## src/sv/sbet_pkg.sv

```systemverilog
// ----------------------------------------------------------------------------
// sbet_pkg
// shared constants and types for the swept box entry time block
// ----------------------------------------------------------------------------
package sbet_pkg;

  localparam int COORD_BITS_DEF     = 16;
  localparam int TIME_FRAC_BITS_DEF = 15;
  localparam int ENTRY_BITS         = 16;

  // control flags that ride along the divider chain
  typedef struct packed {
    logic valid;
    logic hit;
  } sbet_ctl_t;

endpackage

```

## src/sv/sbet_front.sv

```systemverilog
// ----------------------------------------------------------------------------
// sbet_front
// per-axis distances, sweep tests and choice of the later entry
// ----------------------------------------------------------------------------
module sbet_front import sbet_pkg::*; #(
  parameter int COORD_BITS = COORD_BITS_DEF
) (
  input  logic                         clk,
  input  logic                         rst,
  input  logic                         en,
  input  logic                         in_valid,
  input  logic signed [COORD_BITS-1:0] a_left,
  input  logic signed [COORD_BITS-1:0] a_right,
  input  logic signed [COORD_BITS-1:0] a_top,
  input  logic signed [COORD_BITS-1:0] a_bottom,
  input  logic signed [COORD_BITS-1:0] a_vel_x,
  input  logic signed [COORD_BITS-1:0] a_vel_y,
  input  logic signed [COORD_BITS-1:0] b_left,
  input  logic signed [COORD_BITS-1:0] b_right,
  input  logic signed [COORD_BITS-1:0] b_top,
  input  logic signed [COORD_BITS-1:0] b_bottom,
  output sbet_ctl_t                    ctl,
  output logic        [COORD_BITS:0]   num,
  output logic        [COORD_BITS:0]   den
);

  localparam int DW = COORD_BITS + 2;   // distance width
  localparam int MW = 2 * DW;           // cross product width

  // stage 1 registers
  logic                 s1_valid;
  logic signed [DW-1:0] xen_n, xex_n, yen_n, yex_n;
  logic signed [DW-1:0] xd, yd;
  logic                 xinf, yinf, above;

  logic signed [DW-1:0] dxen, dxex, dyen, dyex, mvx, mvy;

  always_comb begin
    if (a_vel_x > 0) begin
      dxen = DW'(b_left) - DW'(a_right);
      dxex = DW'(b_right) - DW'(a_left);
    end else begin
      dxen = DW'(b_right) - DW'(a_left);
      dxex = DW'(b_left) - DW'(a_right);
    end
    if (a_vel_y > 0) begin
      dyen = DW'(b_top) - DW'(a_bottom);
      dyex = DW'(b_bottom) - DW'(a_top);
    end else begin
      dyen = DW'(b_bottom) - DW'(a_top);
      dyex = DW'(b_top) - DW'(a_bottom);
    end
    mvx = DW'(a_vel_x);
    mvy = DW'(a_vel_y);
    if (a_vel_x < 0) begin
      dxen = -dxen; dxex = -dxex; mvx = -mvx;
    end
    if (a_vel_y < 0) begin
      dyen = -dyen; dyex = -dyex; mvy = -mvy;
    end
  end

  always_ff @(posedge clk) begin
    if (rst) begin
      s1_valid <= 1'b0;
    end else if (en) begin
      s1_valid <= in_valid;
    end
    if (en) begin
      xen_n <= dxen; xex_n <= dxex; yen_n <= dyen; yex_n <= dyex;
      xd    <= mvx;  yd    <= mvy;
      xinf  <= (a_vel_x == '0);
      yinf  <= (a_vel_y == '0);
      above <= (a_bottom <= b_top);
    end
  end

  // stage 2: cross products for the exact compares
  logic signed [MW-1:0] p_xen_yd, p_yex_xd, p_yen_xd, p_xex_yd;
  logic                 s2_valid, s2_xinf, s2_yinf, s2_above;
  logic                 l_xx, l_yy, xneg, yneg, xone, yone;
  logic signed [DW-1:0] s2_xn, s2_yn, s2_xd, s2_yd;

  always_ff @(posedge clk) begin
    if (rst) begin
      s2_valid <= 1'b0;
    end else if (en) begin
      s2_valid <= s1_valid;
    end
    if (en) begin
      p_xen_yd <= MW'(xen_n) * MW'(yd);
      p_yex_xd <= MW'(yex_n) * MW'(xd);
      p_yen_xd <= MW'(yen_n) * MW'(xd);
      p_xex_yd <= MW'(xex_n) * MW'(yd);
      l_xx     <= !xinf && (xen_n > xex_n);
      l_yy     <= !yinf && (yen_n > yex_n);
      xneg     <= xinf || (xen_n < 0);
      yneg     <= yinf || (yen_n < 0);
      xone     <= !xinf && (xen_n > xd);
      yone     <= !yinf && (yen_n > yd);
      s2_xinf  <= xinf; s2_yinf <= yinf; s2_above <= above;
      s2_xn    <= xen_n; s2_yn <= yen_n; s2_xd <= xd; s2_yd <= yd;
    end
  end

  // stage 3: decision and pick of the later entry
  logic l_xy, l_yx, ok, pick_x;

  always_comb begin
    l_xy   = !s2_xinf && !s2_yinf && (p_xen_yd > p_yex_xd);
    l_yx   = !s2_xinf && !s2_yinf && (p_yen_xd > p_xex_yd);
    ok     = !(l_xx || l_yy || l_xy || l_yx) && !(xneg && yneg) &&
             !(xone || yone) && s2_above;
    pick_x = s2_yinf || (!s2_xinf && (p_xen_yd >= p_yen_xd));
  end

  always_ff @(posedge clk) begin
    if (rst) begin
      ctl.valid <= 1'b0;
    end else if (en) begin
      ctl.valid <= s2_valid;
    end
    if (en) begin
      ctl.hit <= ok;
      num <= pick_x ? s2_xn[COORD_BITS:0] : s2_yn[COORD_BITS:0];
      den <= pick_x ? s2_xd[COORD_BITS:0] : s2_yd[COORD_BITS:0];
    end
  end

endmodule

```

## config.mk

```make
export PLATFORM = sky130hd
export DESIGN_NAME = sbet_front
export DESIGN_NICKNAME = d
export VERILOG_FILES = /design/src/sv/sbet_pkg.sv /design/src/sv/sbet_front.sv
export SDC_FILE = /design/constraint.sdc
export NUM_CORES = 2
export LEC_CHECK = 0
export BUFFER_PORTS_ARGS = -buffer_cell sky130_fd_sc_hd__clkbuf_2
export CAP_MARGIN = 20
export CORE_ASPECT_RATIO = 1.5
export CORE_MARGIN = 4
export CORE_UTILIZATION = 50
export CTS_BUF_LIST = sky130_fd_sc_hd__clkbuf_4
export DETAILED_ROUTE_END_ITERATION = 10
export GPL_TIMING_DRIVEN = 0
export PLACE_DENSITY = 0.66
export SKIP_LAST_GASP = 1
export SLEW_MARGIN = 5
export SYNTH_ARGS = -nofsm -noshare
export SYNTH_HDL_FRONTEND = slang
export SYNTH_SLANG_ARGS = --single-unit
export TNS_END_PERCENT = 50
```

## constraint.sdc

```tcl
create_clock -name clk -period 19.1 [get_ports clk]
set_clock_uncertainty 0.05 [all_clocks]
set_input_delay 3.82 -clock clk [delete_from_list [all_inputs] [get_ports clk]]
set_output_delay 3.82 -clock clk [all_outputs]
set_load 0.05 [all_outputs]
```

==> impl_metrics.csv <==
group,metric,value,unit
grt,use_met2,0.607,
setup_path,cp_num_buf_inv,7,
drt,vias_per_cell,5.61,
place,dp.cells,9317,
clock_tree,root_buffer,"clkbuf_4",
sta,fmax,106,MHz
drt,wl,249000,µm
clock_tree,cts.sink_count,370,
floorplanning,die_h,465,µm
clock_tree,htreeDepth,3,
synthesis,syn_avg_cell_area,9.59,µm²
sta,finalHoldViolCount,0,
clock_tree,cts_tree,"done",
drt,drt-initial-drc-count,3952,
floorplanning,dieArea,0.145,mm²
min_path,hold_path.class,"reg2reg",
drt,wl_per_cell,26.2,µm
setup_path,r2r-start,"yd[4]$_DFFE_PP_",
synthesis,synthesis.instances,7242,
place,place.gp.congestion,1.03,
clock_tree,clkTransAtPathRegs,0.07,ns
synthesis,ys_top_cells_by_count,"1715 x inv_1, 1320 x fa_1, 700 x nand2_1, 625 x ha_1, 495 x nor2_1",
synthesis,yosysMostFrequentCell,"inv_1",
drt,route.vias.total,53415,
setup_path,critPathTopFamily,"adder cells",
cells_and_area,synthToLayoutAreaGrowth,7.43,%
cells_and_area,drive_gt1_frac,0.0604,
cells_and_area,fillers,12781,
place,dp_hpwl,211000,µm
setup_path,critPathCaptureType,"flop",
drt,postRouteAntennaNets,0,
grt,grt_max_degree,107,
grt,top_usage_layer,"met2",
setup_path,cp.required,19.78,ns
setup_path,crit_start,"yd[4]$_DFFE_PP_",
grt,use_met1,0.346,
grt,gr-total-overflow,0,
synthesis,synthesis.area,0.0695,mm²
grt,grt_pass1_vias,58585,
grt,met3_usage,0.0654,
synthesis,netlist.area_leader.share,0.380,
setup_path,cp-start-kind,"flop",
grt,antenna_found_initial,27,
floorplanning,row_count,167,
setup_path,crit_path_cell_trace,"clkbuf_1 -> clkbuf_1 -> nand2_1 -> fa_1 -> inv_1 -> fa_1 -> inv_1 -> fa_1 -> inv_1 -> fa_1 -> fa_1 -> inv_1 -> fa_1 -> inv_1 -> ha_1 -> nand3_1 -> nor2_1 -> nand2_1 -> nor2_1 -> nand3_1 -> o211ai_1 -> a31oi_1 -> nor2b_1 -> xnor2_2",
setup_path,cp_data_arrival_time,10.07,ns
synthesis,synth_top_area_cell,"fa_1",
run,cap_violations,0,
clock_tree,post_cts_buffers,0,
sta,worst_pin_slew,1.29,ns
sta,final-setup-viol-count,0,
min_path,min-delay-start,"xd[10]$_DFFE_PP_",
synthesis,synth.area.top_cells,"fa_1 38%, edfxtp_1 16%, ha_1 11%",
clock_tree,hold_buffers,0,
sta,period_needed,9.40,ns
synthesis,yosys_warnings,0,
setup_path,critPathSlowestCell,"clkbuf_1",
setup_path,cp_max_fo,10,
cells_and_area,finalNonFillerCells,9521,
sta,layout_worst_path_cycle_share,0.492,
sta,rsz0062_at_grt,"no",
synthesis,synth_cell_types,88,
cells_and_area,nets,9670,
clock_tree,clockBufferDepth,3,
synthesis,seq_area_frac_synth,0.160,
sta,whs,0.426,ns
clock_tree,insertion_delay,1.08,ns
grt,grt.total_usage,0.351,
setup_path,max_stage_delay,1.02,ns
drt,drc,0,
grt,grt_pass1_wl,368000,µm
sta,slew_violations,0,
floorplanning,io_pins,200,
outcome,status,"finished clean",
synthesis,ys_ff_latch,370,
synthesis,synth_ff_type,"edfxtp_1",
floorplanning,die_w,312,µm
clock_tree,postCtsResizedCells,0,
drt,drt_first_pass_iters,8,
sta,tns,0,ns
floorplanning,core_area,0.138,mm²
setup_path,criticalPathCategory,"reg2reg",
synthesis,synthArstFlopShare,0,
setup_path,cpMostUsedCell,"fa_1",
place,portBuffers,198,
clock_tree,cts_inserted_buffers,97,
sta,slew_headroom,0.140,
floorplanning,initial_core_util,0.503,
synthesis,synth-edff-count,367,
[registers in the layout, indices dropped and copies added (netlist names), 36 cells and up]
register,count
p_xex_yd,36
p_xen_yd,36
p_yen_xd,36
p_yex_xd,36
[per-stage QoR]
step	worst slack [ns]	utilization	instance area (µm²)
2_1_floorplan	11.44	-	69500
3_3_place_gp	7.49	0.527	72800
3_5_place_dp	9.89	0.530	73200
4_1_cts	9.83	0.539	74500
5_1_grt	9.54	0.540	74600
6_report	9.70	0.540	74600
[layer usage]
| layer | part of all wire | up-vias |
|---|---|---|
| met5 | 0.00010 | - |
| met4 | 0.13 | 4 |
| met3 | 0.068 | 1041 |
| met2 | 0.49 | 2403 |
| met1 | 0.31 | 26969 |
| li1 | - | 22998 |
[path summary, 6_finish.rpt]
check / end / slack, ns / cells past startpoint
min reg2reg: s2_xd[10]$_DFFE_PP_ / 0.43 / 0
max: p_xex_yd[32]$_DFFE_PP_ / 9.70 / 24
max reg2reg: p_xex_yd[32]$_DFFE_PP_ / 9.70 / 24
min: s2_xd[10]$_DFFE_PP_ / 0.43 / 0
[cells in the final DEF (no fill, tap or decap), drive strengths merged, types with 13 or more instances in the layout]
master  count
inv      1723
fa       1320
nand2     700
ha        625
clkbuf    526
nor2      495
edfxtp    367
and2      362
xnor2     206
a21oi     182
o21ai     153
a21o      117
xor2       66
clkinv     66
nand2b     51
mux2       51
nand3      47
nand4      46
o21a       45
buf        44
nor3       40
nor2b      35
diode      29
and3       29
mux2i      28
o31ai      26
or3        25
a211oi     22
a31oi      22
o211ai     16
o21bai     15
o31a       13
or2        13
[logic make-up after synthesis]
| group | share of synthesized area |
|---|---|
| multiplexers | 0.0124 |
| flip-flops | 0.160 |
| AND/OR/NAND/NOR | 0.126 |
| XOR/XNOR | 0.0343 |
| other | 0.0000540 |
| adder cells (fa/ha/maj) | 0.493 |
| AO/OA/AOI/OAI | 0.0680 |
| buffers and inverters | 0.107 |
[cell type report]
| class | count | area (µm²) | share of cell area |
|---|---|---|---|
| Sequential cell | 370 | 11100 | 0.148 |
| Timing Repair Buffer | 219 | 1410 | 0.0189 |
| Inverter | 1750 | 6570 | 0.0880 |
| Antenna cell | 29 | 72.6 | 0.000972 |
| Buffer | 228 | 857 | 0.0115 |
| Clock buffer | 124 | 931 | 0.0125 |
| Tap cell | 1859 | 2330 | 0.0312 |
| Clock inverter | 47 | 385 | 0.00516 |
| Multi-Input combinational cell | 4895 | 51000 | 0.683 |
Power is not shown: default switching activity piles up to over one toggle a cycle in this logic, so the estimate is an artifact.
