File: src/sv/sbet_pkg.sv
// ----------------------------------------------------------------------------
// sbet_pkg
// shared constants and types for the swept box entry time block
// ----------------------------------------------------------------------------
package sbet_pkg;

  localparam int COORD_BITS_DEF     = 16;
  localparam int TIME_FRAC_BITS_DEF = 15;
  localparam int ENTRY_BITS         = 16;

  // control flags that ride along the divider chain
  typedef struct packed {
    logic valid;
    logic hit;
  } sbet_ctl_t;

endpackage

File: src/sv/sbet_div_cell.sv
// ----------------------------------------------------------------------------
// sbet_div_cell
// one restoring quotient-bit step of the divider chain
// ----------------------------------------------------------------------------
module sbet_div_cell import sbet_pkg::*; #(
  parameter int COORD_BITS = COORD_BITS_DEF,
  parameter int QB         = TIME_FRAC_BITS_DEF + 2
) (
  input  logic                  clk,
  input  logic                  rst,
  input  logic                  en,
  input  sbet_ctl_t             ctl_in,
  input  logic [COORD_BITS+1:0] rem_in,
  input  logic [COORD_BITS:0]   den_in,
  input  logic [QB-1:0]         q_in,
  output sbet_ctl_t             ctl_out,
  output logic [COORD_BITS+1:0] rem_out,
  output logic [COORD_BITS:0]   den_out,
  output logic [QB-1:0]         q_out
);

  // remainder stays below twice the divisor, so after the subtract it fits
  logic [COORD_BITS+1:0] df, rsel;
  logic                  ge;

  always_comb begin
    ge   = (rem_in >= {1'b0, den_in});
    df   = rem_in - {1'b0, den_in};
    rsel = ge ? df : rem_in;
  end

  always_ff @(posedge clk) begin
    if (rst) begin
      ctl_out.valid <= 1'b0;
    end else if (en) begin
      ctl_out.valid <= ctl_in.valid;
    end
    if (en) begin
      ctl_out.hit <= ctl_in.hit;
      rem_out     <= {rsel[COORD_BITS:0], 1'b0};
      den_out     <= den_in;
      q_out       <= {q_in[QB-2:0], ge};
    end
  end

endmodule
File: config.mk
export PLATFORM = sky130hd
export DESIGN_NAME = sbet_div_cell
export DESIGN_NICKNAME = d
export VERILOG_FILES = /design/src/sv/sbet_pkg.sv /design/src/sv/sbet_div_cell.sv
export SDC_FILE = /design/constraint.sdc
export NUM_CORES = 1
export LEC_CHECK = 0
export CORE_MARGIN = 3
export CORE_UTILIZATION = 45
export DETAILED_ROUTE_END_ITERATION = 8
export DONT_BUFFER_PORTS = 1
export GPL_ROUTABILITY_DRIVEN = 0
export PLACE_DENSITY = 0.71
export SLEW_MARGIN = 20
export SYNTH_ARGS = -nofsm -noshare
export SYNTH_HDL_FRONTEND = slang
export SYNTH_SLANG_ARGS = --single-unit
File: constraint.sdc
create_clock -name clk -period 3.8 [get_ports clk]
set_clock_uncertainty 0.2 [all_clocks]
set_input_delay 0.76 -clock clk [delete_from_list [all_inputs] [get_ports clk]]
set_output_delay 0.76 -clock clk [all_outputs]
set_load 0.005 [all_outputs]
==> summary.md, run 1 <==
| Metric | Value |
|---|---|
| Run status | finished, final reports clean |
| CP Data Arrival Time | 2.70 ns |
| Post-synthesis adder-cell area fraction | 8.58% |
| Crit path time final | 2.85 ns |
| Synth Register Bits | 53 |
| Worst r2r path cells | 2 |
| Reg-to-reg startpoint | ctl_out[1] |
| RSZ-0062 raised after global routing | no |
| Antenna violations before repair | 0 |
| Worst Slack Setup Final | 0.950 ns |
| PostCTS Resize Cnt | 0 |
| Post-synthesis mux area share | 1.15% |
| Post-synthesis sequential area ratio | 58.3% |
| Startpoint Class | input port |
| Synth cell types | 46 |
| Clock-pin slew on the worst setup and hold paths | 0.08 ns |
| Die H | 83.6 um |
| CTS max path bufs | 2 |
| Met3 Wirelength | 597 um |
| Gr ovfl total | 0 |
| XOR/XNOR Fraction of Synth Area | 3.23% |
| Post-detailed-route wirelength per cell | 17.6 um |
| Max FO, Critical Path | 15 |
| CP startpoint | rem_in[0] |
| Tcrit/Tclk final | 75.0% |
| Syn_nets | 297 |
| Root Buffer | clkbuf_8 |
| Simple-gate share of the synthesized area | 9.27% |
| IO buf count | 0 |
| Via count | 1645 |
| Max Used Layer | met4 |
| Maxcap violations | 0 |
| I/O pins | 111 |
| End of the critical path | rem_out[9] |
| Worst EP required | 3.65 ns |
| Vias in the first global route | 1654 |
| CTS tree | yes |
| Layout cell share with drive strength beyond 1 | 8.77% |
| Die area | 7000 um^2 |
| Post-synth EDFFs | 52 |
| N_diodes | 0 |
| First-pass DRT Iterations | 4 |
| WS Path Type | in -> reg |
| Flop2flop setup slack | 2.99 ns |
| Largest family of logic cells by synthesized area | compound AO/OA/AOI/OAI gates |
| Largest net degree at the start of global routing | 54 |
| Dpl ws | 0.612 ns |
| Cell Area, Placed | 2800 um^2 |
| Starting density of the core | 47.8% |
| First-pass GRT wire length | 8530 um |
| Pwr Density | 430 nW/um^2 |
| Post-Layout Inst Area | 2880 um^2 |
| # Post-CTS Setup Buffers | 0 |
| Peak supply drop | 166 uV |
| HP Class | in -> reg |
| Fill count | 496 |
| Fmax | 351 MHz |
| Die Wd | 83.6 um |
| GR Util All Layers | 15.4% |
| YS warnings | 0 |
| Cts hold-fix bufs | 0 |
| Final hold vios | 0 |
| 1st-iter DRT viols | 84 |
| WL final | 5280 um |
| Area Overhead vs Synth | 6.32% |
| Total core area | 5680 um^2 |
| Final setup vio count | 0 |
| Nets@finish | 302 |
| Mapped Cells | 222 |
| Row count | 27 |
| Syn Std Cell Area | 2710 um^2 |
| Lkg Pwr | 1.10 nW |
| HPWL Detailed | 4110 um |
| Asr flop ratio synth | 0% |
| Synth Area per Inst | 12.2 um^2 |
| Fin. max-slew vios | 0 |
| Synth Area in Compound Gates | 15.1% |
| RR Endpoint | ctl_out[1] |
| CTS sink count | 53 |
| CTS Buf Count | 5 |
| Clock Latency Late Sink | 0.30 ns |
| Routed wl met2 | 2410 um |
| Setup TNS | 0 ns |
| CP Capture Type | flop |
| Antenna Violating Nets Remaining | 0 |
| CTS H-tree lvls | 2 |
| Via density | 5.48 |
| Metal1 wirelength | 2200 um |
| Commonest register cell after synthesis | edfxtp_1 |
| Residual DRC | 0 |
[synthesized netlist by cell type, types with 4 or more instances]
cell | instances | area, um^2
a21oi_1 | 13 | 65.1
nor2_1 | 7 | 26.3
xnor2_1 | 5 | 43.8
xor2_1 | 5 | 43.8
inv_1 | 23 | 86.3
nand2_1 | 23 | 86.3
a21o_1 | 6 | 45.0
edfxtp_1 | 52 | 1560
o21ai_1 | 12 | 60.1
nor3_1 | 4 | 20.0
ha_1 | 17 | 213
o21ai_0 | 8 | 40.0
[through the flow]
stage / std cells / hold slack, ns / utilization, % / power, mW
4_1_cts: 300 / 0.318 / 50.8 / 1.26
6_report: 300 / 0.326 / 50.8 / 1.24
3_5_place_dp: 292 / 0.348 / 49.3 / 0.947
5_1_grt: 300 / 0.309 / 50.8 / 1.32
3_3_place_gp: 292 / 0.318 / 49.3 / 0.940
2_1_floorplan: 222 / 0.285 / - / 0.904
[worst max-delay path, stage by stage]
cell and delay [ns]:
inv_1 0.04, ha_1 0.15, inv_1 0.05, fa_1 0.40
a21oi_1 0.28, or3_4 0.21, a2111oi_4 0.07, nor3_4 0.37
buf_4 0.28, o21ai_1 0.10
[placed cells by master (no fill, tap or decap), drive strengths merged, types with 2 or more instances in the layout]
cell type / count
edfxtp: 52
inv: 23
nand2: 23
o21ai: 20
ha: 17
a21oi: 13
nor2: 7
a21o: 6
clkbuf: 6
xnor2: 5
xor2: 5
nor3: 5
or3: 4
o31ai: 4
a211oi: 3
nand2b: 3
nand3: 3
a21boi: 2
o21a: 2
nor2b: 2
mux2i: 2
clkinvlp: 2
buf: 2
[sequential cells by signal, indices dropped and copies added (netlist names)]
name     cells
rem_out     17
den_out     17
ctl_out      2
q_out       17
[report_power, final]
part | internal [mW] | switching, mW
combinational | 0.0802 | 0.102
sequential | 0.716 | 0.0324
clock | 0.130 | 0.180
total | 0.927 | 0.314
[cell families after synthesis]
| kind of cell | after synthesis |
|---|---|
| AO/OA/AOI/OAI | 59 |
| flip-flops | 53 |
| AND/OR/NAND/NOR | 51 |
| buffers and inverters | 27 |
| adder cells (fa/ha/maj) | 18 |
| XOR/XNOR | 10 |
| multiplexers | 3 |
| other | 1 |
[how the worst min path moves through the flow]
stage / start / to / slack (ns) / depth (start not counted)
global route: rst / ctl_out[1] / 0.31 / 1
CTS: rst / ctl_out[1] / 0.32 / 1
detailed placement: ctl_out[1] / ctl_out[1] / 0.35 / 2
global placement: ctl_out[1] / ctl_out[1] / 0.32 / 2
finish: rst / ctl_out[1] / 0.33 / 1
floorplan: ctl_out[1] / ctl_out[1] / 0.28 / 2
[layer usage]
metal | vias up | global-route usage (%)
li1 | 818 | -
met1 | 739 | 17.8
met2 | 82 | 24.7
met3 | 6 | 7.70
met4 | 0 | 5.26
met5 | - | 0
[final cells by class]
class | count | area [um^2] | area share [%]
clock buffers | 6 | 72.6 | 2.52
clock inverters | 2 | 15.0 | 0.521
inverters | 23 | 86.3 | 2.99
multi-input cells | 142 | 1020 | 35.5
flip-flops and latches | 53 | 1580 | 54.8
well taps | 72 | 90.1 | 3.12
repair buffers | 2 | 15.0 | 0.521
No activity file was read; power rests on OpenSTA's default activity.
==> inputs of run 2 (changes only) <==
Clock period 3.8 ns to 2.79 ns, I/O delays scaled along.
==> summary.md, run 2 (synthesis gave the netlist of run 1 again) <==
| Metric | Value |
|---|---|
| Antenna Violating Nets Remaining | 0 (unchanged) |
| Antenna violations before repair | 0 (unchanged) |
| WS Path Type | in -> reg |
| Via count | 1707 (+3.8%) |
| Max FO, Critical Path | 15 (unchanged) |
| CTS max path bufs | 2 (unchanged) |
| Largest net degree at the start of global routing | 54 (unchanged) |
| CP Data Arrival Time | 2.45 ns (-0.25 ns) |
| Crit path time final | 2.53 ns |
| CTS Buf Count | 5 (unchanged) |
| PostCTS Resize Cnt | 0 (unchanged) |
| Gr ovfl total | 0 (unchanged) |
| Nets@finish | 316 (+4.6%) |
| Commonest non-fill, non-tap cell in the layout | edfxtp_1 |
| 1st-iter DRT viols | 57 (-32%) |
| First-pass GRT wire length | 8710 um (+2.1%) |
| IO buf count | 0 (unchanged) |
| Die Wd | 83.6 um (unchanged) |
| Cts hold-fix bufs | 0 (unchanged) |
| N_diodes | 0 (unchanged) |
| Fmax | 396 MHz |
| Commonest cells after routing, fill and taps aside | 52 x edfxtp_1, 23 x inv_1, 23 x nand2_1 |
| CTS sink count | 53 (unchanged) |
| Lkg Pwr | 1.17 nW (+6.0%) |
| Clock-pin slew on the worst setup and hold paths | 0.09 ns (about the same) |
| Pwr Density | 573 nW/um^2 (+33%) |
| WL final | 5370 um (+1.7%) |
| Setup TNS | 0 ns (unchanged) |
| Final hold vios | 0 (unchanged) |
| CTS H-tree lvls | 2 (unchanged) |
| Top flop regs | den_out (17), q_out (17), rem_out (17) |
| Starting density of the core | 47.8% (unchanged) |
| Die H | 83.6 um (unchanged) |
| Fin. max-slew vios | 0 (unchanged) |
| First-pass DRT Iterations | 4 (unchanged) |
| I/O pins | 111 (unchanged) |
| # Post-CTS Setup Buffers | 0 (unchanged) |
| Root Buffer | clkbuf_8 |
| HPWL Detailed | 4230 um (+3.0%) |
| RSZ-0062 raised after global routing | no |
| Area Overhead vs Synth | 10.2% |
| Startpoint Class | input port |
| Post-layout power | 1.71 mW (+38%) |
| GR Util All Layers | 15.4% (+0.056 points) |
| Layout cell share with drive strength beyond 1 | 14.0% (+5.3 points) |
| Maxcap violations | 0 (unchanged) |
| Worst EP required | 2.71 ns (-0.94 ns) |
| Total core area | 5680 um^2 (unchanged) |
| Peak supply drop | 276 uV (+67%) |
| Run status | finished, final reports clean |
| Row count | 27 (unchanged) |
| Via density | 5.44 (-0.86%) |
| Post-detailed-route wirelength per cell | 17.1 um (-2.9%) |
| Die area | 7000 um^2 (unchanged) |
| CTS tree | yes |
| Post-Layout Inst Area | 2990 um^2 (+3.6%) |
| Residual DRC | 0 (unchanged) |
| Clock Latency Late Sink | 0.29 ns (about the same) |
| Vias in the first global route | 1775 (+7.3%) |
| Tcrit/Tclk final | 90.6% |
| HP Class | in -> reg |
| Final setup vio count | 0 (unchanged) |
| CP Capture Type | flop |
| Cell Area, Placed | 2900 um^2 (+3.8%) |
-- run 2: cell types whose count changed in the layout (fill, tap and decap cells not counted), sizes merged --
cell  delta
buf     +14
-- run 2: layer usage --
layer | up-vias | routed length, um | GRT usage [%]
met5 | - | 0 | 0
met4 | 0 | 72 | 4.39
met3 | 5 | 614 | 8.19
met2 | 81 | 2520 | 25.2
met1 | 777 | 2160 | 17.6
li1 | 844 | - | -
-- run 2: worst paths after layout --
path / start / end / slack [ns] / cells past startpoint
worst max-delay path: rem_in[0] / rem_out[12] / 0.26 / 10
worst min-delay path: rst / ctl_out[1] / 0.12 / 1
worst max register to register: ctl_out[1] / ctl_out[1] / 1.97 / 2
worst min register to register: ctl_out[1] / ctl_out[1] / 0.34 / 2
-- run 2: critical path, stage by stage --
cell	delay (ns)
inv_1	0.02
ha_1	0.20
inv_1	0.07
fa_1	0.20
a21oi_1	0.10
or3_4	0.38
a2111oi_4	0.36
nor3_4	0.09
buf_4	0.21
o31ai_1	0.27
-- run 2: layout make-up --
type                       instances  area (um^2)
multi-input combinational        142         1020
clock inverter                     2         15.0
tap                               72         90.1
timing repair buffer              16          120
sequential                        53         1580
fill                             496         2690
inverter                          23         86.3
clock buffer                       6         72.6
-- run 2: power breakdown --
part           internal, mW  switching [mW]
registers             0.976          0.0417
clock network         0.177           0.245
logic                 0.130           0.145
-- run 2: stage by stage --
step	utilization, %	hold slack [ns]	instances	setup slack [ns]
2_1_floorplan	-	0.285	222	0.00450
3_3_place_gp	51.1	0.321	306	0.00701
3_5_place_dp	51.1	0.331	306	-0.0369
4_1_cts	52.7	0.108	314	0.265
5_1_grt	52.7	0.0950	314	0.119
6_report	52.7	0.118	314	0.264
==> inputs of run 3 (changes only) <==
Clock period 2.79 ns to 2.7 ns, I/O delays scaled along.
==> summary.md, run 3 (synthesis gave the netlist of run 1 again) <==
| Metric | Value |
|---|---|
| Run status | finished, final reports clean |
| Root Buffer | clkbuf_8 |
| CTS Buf Count | 5 (unchanged) |
| Area Overhead vs Synth | 13.2% |
| Row count | 27 (unchanged) |
| Clock Latency Late Sink | 0.30 ns (about the same) |
| First-pass DRT Iterations | 4 (unchanged) |
| Via count | 1774 (+3.9%) |
| Startpoint Class | input port |
| CTS H-tree lvls | 2 (unchanged) |
| First-pass GRT wire length | 9130 um (+4.8%) |
| CTS sink count | 53 (unchanged) |
| Antenna Violating Nets Remaining | 0 (unchanged) |
| Pwr Density | 585 nW/um^2 (+2.0%) |
| Sequential cell area | 1580 um^2 (unchanged) |
| Layout cell share with drive strength beyond 1 | 17.8% (+3.7 points) |
| Dpl cells | 317 (+3.6%) |
| Fmax | 403 MHz |
| Commonest cells after routing, fill and taps aside | 52 x edfxtp_1, 27 x buf_4, 23 x inv_1, 23 x nand2_1, 17 x ha_1 |
| Crit path time final | 2.48 ns |
| Commonest non-fill, non-tap cell in the layout | edfxtp_1 |
| HPWL Detailed | 4350 um (+2.9%) |
| CTS tree | yes |
| Die H | 83.6 um (unchanged) |
| Finished Core Util | 54.1% (+1.5 points) |
| Multi-input gate area | 1020 um^2 (unchanged) |
| Fill count | 488 (-1.6%) |
| IO buf count | 0 (unchanged) |
| Setup TNS | 0 ns (unchanged) |
| Die Wd | 83.6 um (unchanged) |
| WL final | 5480 um (+2.0%) |
| PostCTS Resize Cnt | 0 (unchanged) |
| Final setup vio count | 0 (unchanged) |
| Nets@finish | 327 (+3.5%) |
| N_diodes | 0 (unchanged) |
| Antenna violations before repair | 0 (unchanged) |
| GR Util All Layers | 16.3% (+0.89 points) |
| Fin. max-slew vios | 0 (unchanged) |
| Worst EP required | 2.62 ns (-0.09 ns) |
| Top flop regs | den_out (17), q_out (17), rem_out (17) |
| Max FO, Critical Path | 8 (-7) |
| Flop2flop setup slack | 1.89 ns (-0.08 ns) |
| Total core area | 5680 um^2 (unchanged) |
| Hold Path End | ctl_out[1] |
| CP Data Arrival Time | 2.40 ns (-0.05 ns) |
| Lkg Pwr | 1.22 nW (+4.5%) |
| RSZ-0062 raised after global routing | no |
| Post-Layout Cell Count | 325 (+3.5%) |
| Vias in the first global route | 1877 (+5.7%) |
| Maxcap violations | 0 (unchanged) |
| HP Class | in -> reg |
| WS Path Type | in -> reg |
| Worst r2r path cells | 2 (unchanged) |
| # Post-CTS Setup Buffers | 0 (unchanged) |
| HP Start | rst |
| Hold path depth | 1 (unchanged) |
| Largest net degree at the start of global routing | 54 (unchanged) |
| Tcrit/Tclk final | 91.9% |
| 1st-iter DRT viols | 51 (-11%) |
| Clock-pin slew on the worst setup and hold paths | 0.09 ns (about the same) |
| CTS max path bufs | 2 (unchanged) |
| Starting density of the core | 47.8% (unchanged) |
| Gr ovfl total | 0 (unchanged) |
| Post-layout power | 1.80 mW (+4.8%) |
| Final hold vios | 0 (unchanged) |
| Cts hold-fix bufs | 0 (unchanged) |
| Peak supply drop | 259 uV (-6.2%) |
| RR Endpoint | ctl_out[1] |
| CP Capture Type | flop |
| Die area | 7000 um^2 (unchanged) |
| Residual DRC | 0 (unchanged) |
| Post-detailed-route wirelength per cell | 16.8 um (-1.5%) |
| I/O pins | 111 (unchanged) |
| Reg-to-reg startpoint | ctl_out[1] |
| Via density | 5.46 (+0.41%) |
[run 3: cell types whose count changed in the layout (fill, tap and decap cells not counted)]
cell and delta:
buf_4 +11
[run 3: worst max-delay path: stages]
cell and delay [ns]:
inv_1 0.02, ha_1 0.19, inv_1 0.07, fa_1 0.20, a21oi_1 0.10, or3_4 0.37
a2111oi_4 0.35, nor3_4 0.11, buf_4 0.19, o31ai_1 0.26
[run 3: per-layer routing]
| layer | GRT usage (%) | vias to the layer above | routed length, um |
|---|---|---|---|
| met4 | 5.70 | 0 | 85 |
| met2 | 26.5 | 84 | 2570 |
| met1 | 18.4 | 815 | 2200 |
| met5 | 0 | - | 0 |
| met3 | 8.59 | 7 | 615 |
| li1 | - | 868 | - |
[run 3: worst max-delay path by stage]
stage              start           to  slack (ns)  depth (start not counted)
6_report       rem_in[0]  rem_out[12]        0.22                         10
5_1_grt        rem_in[0]  rem_out[12]        0.06                         10
4_1_cts        rem_in[0]  rem_out[12]        0.22                         10
2_1_floorplan  rem_in[0]   rem_out[2]        0.02                          9
3_5_place_dp   rem_in[0]  rem_out[12]       -0.10                         10
3_3_place_gp   rem_in[0]   rem_out[2]       -0.04                          9
[run 3: cell type report]
cell class	instances	area share (%)
multi-input combinational	142	33.3
tap	72	2.93
clock inverter	2	0.489
inverter	23	2.81
clock buffer	6	2.36
sequential	53	51.5
timing repair buffer	27	6.60
[run 3: power breakdown]
| group | internal (mW) | switching (mW) |
|---|---|---|
| registers | 1.01 | 0.0434 |
| clock network | 0.183 | 0.256 |
| logic | 0.151 | 0.154 |
| total | 1.34 | 0.454 |
[run 3: through the flow]
| step | hold WS [ns] | setup slack [ns] | area (um^2) |
|---|---|---|---|
| 2_1_floorplan | 0.285 | 0.0172 | 2710 |
| 3_3_place_gp | 0.310 | -0.0416 | 2980 |
| 3_5_place_dp | 0.342 | -0.100 | 2980 |
| 4_1_cts | 0.0905 | 0.219 | 3070 |
| 5_1_grt | 0.0751 | 0.0601 | 3070 |
| 6_report | 0.0990 | 0.219 | 3070 |
